==> config.mk <==
export PLATFORM = sky130hd
export DESIGN_NAME = ffba_cmp
export DESIGN_NICKNAME = d
export VERILOG_FILES = /design/src/hdl/ffba_pkg.sv /design/src/hdl/ffba_cmp.sv
export SDC_FILE = /design/constraint.sdc
export NUM_CORES = 1
export LEC_CHECK = 0
export BUFFER_PORTS_ARGS = -buffer_cell sky130_fd_sc_hd__buf_2
export CAP_MARGIN = 20
export CORE_ASPECT_RATIO = 2
export CORE_MARGIN = 2
export CORE_UTILIZATION = 40
export DETAILED_ROUTE_END_ITERATION = 7
export PLACE_DENSITY = 0.78
export SETUP_SLACK_MARGIN = 0.15
export SLEW_MARGIN = 25
export SYNTH_ARGS = -nofsm -noshare
export SYNTH_HDL_FRONTEND = slang
export SYNTH_SLANG_ARGS = --single-unit
==> constraint.sdc <==
create_clock -name vclk -period 3.55
set_clock_uncertainty 0.2 [all_clocks]
set_input_delay 0.1775 -clock vclk [all_inputs]
set_output_delay 0.1775 -clock vclk [all_outputs]
set_load 0.02 [all_outputs]
==> src/hdl/ffba_pkg.sv <==
// Package for the first-fit block allocator: constants, codes and types.
// No dependencies.
`timescale 1ns / 1ps
package ffba_pkg;

  localparam int unsigned MaxBlocksDefault   = 64;
  localparam int unsigned HeaderBytesDefault = 16;
  localparam int unsigned AddrBitsDefault    = 32;

  localparam int unsigned ModeW  = 2;
  localparam int unsigned WordW  = 32;
  localparam int unsigned StatW  = 2;
  localparam int unsigned CfgIdxW = 1;

  typedef enum logic [ModeW-1:0] {
    MODE_ALLOC   = 2'd0,
    MODE_FREE    = 2'd1,
    MODE_REALLOC = 2'd2,
    MODE_NONE    = 2'd3
  } mode_e;

  typedef enum logic [StatW-1:0] {
    ST_OK   = 2'd0,
    ST_OOM  = 2'd1,
    ST_BAD  = 2'd2,
    ST_FULL = 2'd3
  } status_e;

  localparam logic [CfgIdxW-1:0] CFG_HEAP_START = 1'b0;
  localparam logic [CfgIdxW-1:0] CFG_HEAP_END   = 1'b1;

  typedef enum logic [3:0] {
    S_IDLE,
    S_DISPATCH,
    S_FIND_RD,
    S_FIND_CMP,
    S_FIT_RD,
    S_FIT_IDX,
    S_FIT_CMP,
    S_SHIFT_RD,
    S_SHIFT_WR,
    S_BUMP,
    S_FREE_PUSH,
    S_DONE
  } state_e;

  typedef struct packed {
    logic [ModeW-1:0] mode;
    logic [WordW-1:0] user_addr;
    logic [WordW-1:0] req_bytes;
  } req_t;

  typedef struct packed {
    logic [WordW-1:0] result_addr;
    logic [StatW-1:0] status;
    logic [WordW-1:0] copy_src;
    logic [WordW-1:0] copy_len;
  } rsp_t;

endpackage

==> src/hdl/ffba_cmp.sv <==
// Shared compare/add unit: one unsigned >= and == compare of the same operands and one sum per cycle.
// Depends on ffba_pkg.
`timescale 1ns / 1ps
module ffba_cmp #(
  parameter int unsigned AddrBits = ffba_pkg::AddrBitsDefault
) (
  input  logic [AddrBits:0] a_i,
  input  logic [AddrBits:0] b_i,
  input  logic [AddrBits:0] c_i,
  output logic              ge_o,
  output logic              eq_o,
  output logic [AddrBits+1:0] sum_o
);
  import ffba_pkg::*;

  assign ge_o  = a_i >= b_i;
  assign eq_o  = a_i == b_i;
  assign sum_o = {1'b0, a_i} + {1'b0, c_i};
endmodule

======== Word level (Yosys, flattened, before mapping) ========
Cells that the tools add are included.
storage, ports and cells
  bits in registers ....................... 0
  input port bits ......................... 99
  logic and storage cells ................. 3
cells by class
  add/subtract/negate cells ............... 1
  order comparisons ....................... 1
  equal/unequal tests ..................... 1
operators by type and width
  operator                 number
  adder 33 x 33 -> 34 bit  1
  equality test 33 bit     1
  >= comparator 33 bit     1

======== Logic depth before layout (Yosys ltp) ========
  depth in word-level cells ............... 1
  mapped depth ............................ 10
  gate-level depth less buffers ........... 10

======== Worst setup path before layout ========
OpenSTA, ideal clock, no wires.
  kind .................................... input-to-output
  from .................................... in a_i[0]
  to ...................................... out sum_o[28]
  data arrival time ....................... 2.386 ns
  required time ........................... 3.172 ns
  path slack .............................. 0.787 ns
  stages .................................. 9
  buffers on the path ..................... 0
  cell sequence ........................... ha_1 inv_1 fa_1 nand2b_1 a211oi_1 o211a_1 a211o_4 a221oi_4 o311ai_0
between the ends
  longest elaborated chain between the ends .. 1
RTL lines
  item                     line            RTL
  start: declaration       ffba_cmp.sv:7   input logic [AddrBits:0] a_i,
  adder 33 x 33 -> 34 bit  ffba_cmp.sv:18  assign sum_o = {1'b0, a_i} + {1'b0, c_i};
  end: declaration         ffba_cmp.sv:12  output logic [AddrBits+1:0] sum_o
No other way between the ends.

======== Worst setup path after layout ========
  from .................................... in a_i[3]
  to ...................................... out sum_o[29]
The elaborated chain is that of the path after synthesis.

==> results.sh <==
export IMPL_status="finished clean"
export IMPL_final_common_cell="buf_2"
export IMPL_pwr_density_cell_nw_per_um2=203
export IMPL_dp_hpwl_mm=8.19
export IMPL_core_um2=6620
export IMPL_io_buffers=135
export IMPL_area_delta_synth_final_pct=26.4
export IMPL_min_from="c_i[0]"
export IMPL_final_seq_area_um2=0
export IMPL_dr_pass1_iters=5
export IMPL_netlist_area_um2=2760
export IMPL_wirelength_mm=9.06
export IMPL_die_w_um=62.7
export IMPL_grt_total_usage_pct=23.2
export IMPL_ant_nets=0
export IMPL_cts_hold_buf=0
export IMPL_switching_share_pct=59.9
export IMPL_power_total_w=0.000708
export IMPL_drt_initial_drc_count=139
export IMPL_drc=0
export IMPL_fp_dieArea_um2=7610
export IMPL_syn_inst=389
export IMPL_power_internal_w=0.000284
export IMPL_viasPerCell=5.67
export IMPL_cp_max_fo=5
export IMPL_rows=42
export IMPL_hold_viol_final=0
export IMPL_hold_path_end="sum_o[0]"
export IMPL_fin_setup_tns_ns=0
export IMPL_leakagePower_nw=1.97
export IMPL_slew_headroom_pct=63.5
export IMPL_cts_resized=0
export IMPL_setup_violations_final=0
export IMPL_hp_class="input pin to primary output"
export IMPL_rsz0062_at_grt="no"
export IMPL_gr_total_overflow=0
export IMPL_crit_required_ns=3.17
export IMPL_start_util_pct=41.6
export IMPL_ys_seq_area_share_pct=0
export IMPL_seqPwrFrac_pct=0
export IMPL_design_seq_count=0
export IMPL_critPathKind="input pin to primary output"
export IMPL_antennaDiodeCount=0
export IMPL_grt_pass1_vias=3472
export IMPL_clkPwrFrac_pct=0
export IMPL_hold_path_depth=3
export IMPL_post_drt_wl_per_cell_um=15.1
export IMPL_worst_pin_slew_ns=0.542
export IMPL_die_y_um=121
export IMPL_post_cts_setup_buffers=0
export IMPL_arrival_ns=2.60
export IMPL_syn_avg_cell_area_um2=7.08
export IMPL_combPwrFrac_pct=100.0
export IMPL_period_needed_ns=2.97
export IMPL_fmax_mhz=336
export IMPL_finalWeightedCongestion=0.923
export IMPL_fin_crit_sh_pct=83.8
export IMPL_maxSlewViolCount=0
export IMPL_crit_start="a_i[3]"
export IMPL_vdd_ir_drop_max_mv=0.119
export IMPL_ios=135
export IMPL_path_cells="buf_2 > ha_1 > a21o_1 > a21oi_1 > a211oi_2 > o21ai_0 > nand2_1 > a21o_1 > a311oi_1 > buf_2"
export IMPL_grt_max_degree=12
export IMPL_final_clkbuf_count=0
export IMPL_ys_warn_count=0
export IMPL_slowest_delay_ns=0.37
export IMPL_drv_cap=0
export IMPL_fin_nets=682
export IMPL_n_fill_cell=684
export IMPL_cp_end_kind="primary output"
export IMPL_layout_common_cells="buf_2, ha_1, inv_1"
export IMPL_grt_pass1_wl_mm=14.7
export IMPL_via_count=3414
export IMPL_synth_cell_types=57
export IMPL_start_kind="input pin"
export IMPL_synth_fp_nets=555
export IMPL_p_sw_w=0.000424
export IMPL_critPathSlowestCell="a311oi_1"
export IMPL_drive_gt1_share_pct=28.6
export IMPL_grt_antenna_before_repair=0
## worst max-delay path, delay by kind of cell
kind,cells,cell delay (ns)
AO/OA/AOI/OAI,6,1.51
adder cells (fa/ha/maj),1,0.36
buffers and inverters,2,0.36
AND/OR/NAND/NOR,1,0.20
## per-stage QoR
step	area, µm²	std cells	setup slack, ns	utilization (%)	hold WS, ns
after floorplan	2760	389	0.787	-	0.355
after global placement	3480	602	0.633	52.6	0.484
after detailed placement	3480	602	0.583	52.6	0.489
after CTS	3480	602	0.576	52.6	0.489
after global routing	3480	602	0.327	52.6	0.514
final	3480	602	0.576	52.6	0.489
## how the worst max path moves through the flow
stage | to | slack (ns) | depth (start not counted)
5_1_grt | sum_o[32] | 0.33 | 12
3_5_place_dp | sum_o[32] | 0.58 | 12
2_1_floorplan | sum_o[28] | 0.79 | 9
6_report | sum_o[29] | 0.58 | 10
4_1_cts | sum_o[32] | 0.58 | 12
3_3_place_gp | sum_o[32] | 0.63 | 12
## Yosys cell counts (2+ instances only)
library cell   n  area, µm²
ha_1          66        826
inv_1         47        176
a21oi_1       40        200
nand2_1       27        101
nor2_1        25       93.8
o21ai_0       24        120
a21o_1        20        150
xnor2_1       16        140
nand4_1       15       93.8
nand3_1       10       50.1
nor2b_1       10       62.6
xor2_1         7       61.3
a211oi_1       5       37.5
nor3_1         5       25.0
o21bai_1       5       37.5
a31oi_1        4       25.0
a21oi_2        3       26.3
a221o_1        3       30.0
and4_1         3       26.3
clkbuf_1       3       11.3
nand2b_1       3       18.8
nor4_1         3       18.8
and2_1         2       12.5
and3_1         2       12.5
buf_2          2       10.0
buf_6          2       22.5
clkbuf_2       2       10.0
nand4b_1       2       17.5
o211a_1        2       20.0
o211ai_1       2       15.0
o21a_1         2       15.0
o311a_1        2       20.0
## power groups by stage
| stage | combinational [W] | sequential [W] | clock (W) |
|---|---|---|---|
| 2_1_floorplan | 0.000482 | 0 | 0 |
| 4_1_cts | 0.000708 | 0 | 0 |
| 5_1_grt | 0.000776 | 0 | 0 |
| 3_5_place_dp | 0.000705 | 0 | 0 |
| 3_3_place_gp | 0.000693 | 0 | 0 |
| 6_report | 0.000708 | 0 | 0 |
## kinds of logic after synthesis
kind of cell             count (synthesis)  synth area share (%)
AO/OA/AOI/OAI                          129                  32.5
buffers and inverters                   57                  8.49
multiplexers                             1                 0.363
adder cells (fa/ha/maj)                 67                  30.7
AND/OR/NAND/NOR                        112                  20.7
XOR/XNOR                                23                  7.31
## metal layers
metal / global-route usage (%) / wire length [µm] / vias to the layer above
li1: - / - / 1681
met1: 22.9 / 3160 / 1523
met2: 47.0 / 4830 / 177
met3: 2.32 / 597 / 33
met4: 10.4 / 473 / 0
met5: 0 / 0 / -
## cell type report
type	instances	area (µm²)	share of cell area, %
timing repair buffer	135	676	19.4
inverter	47	176	5.06
tap	88	110	3.16
multi-input combinational	332	2520	72.4
No activity file was read; power rests on OpenSTA's default activity.
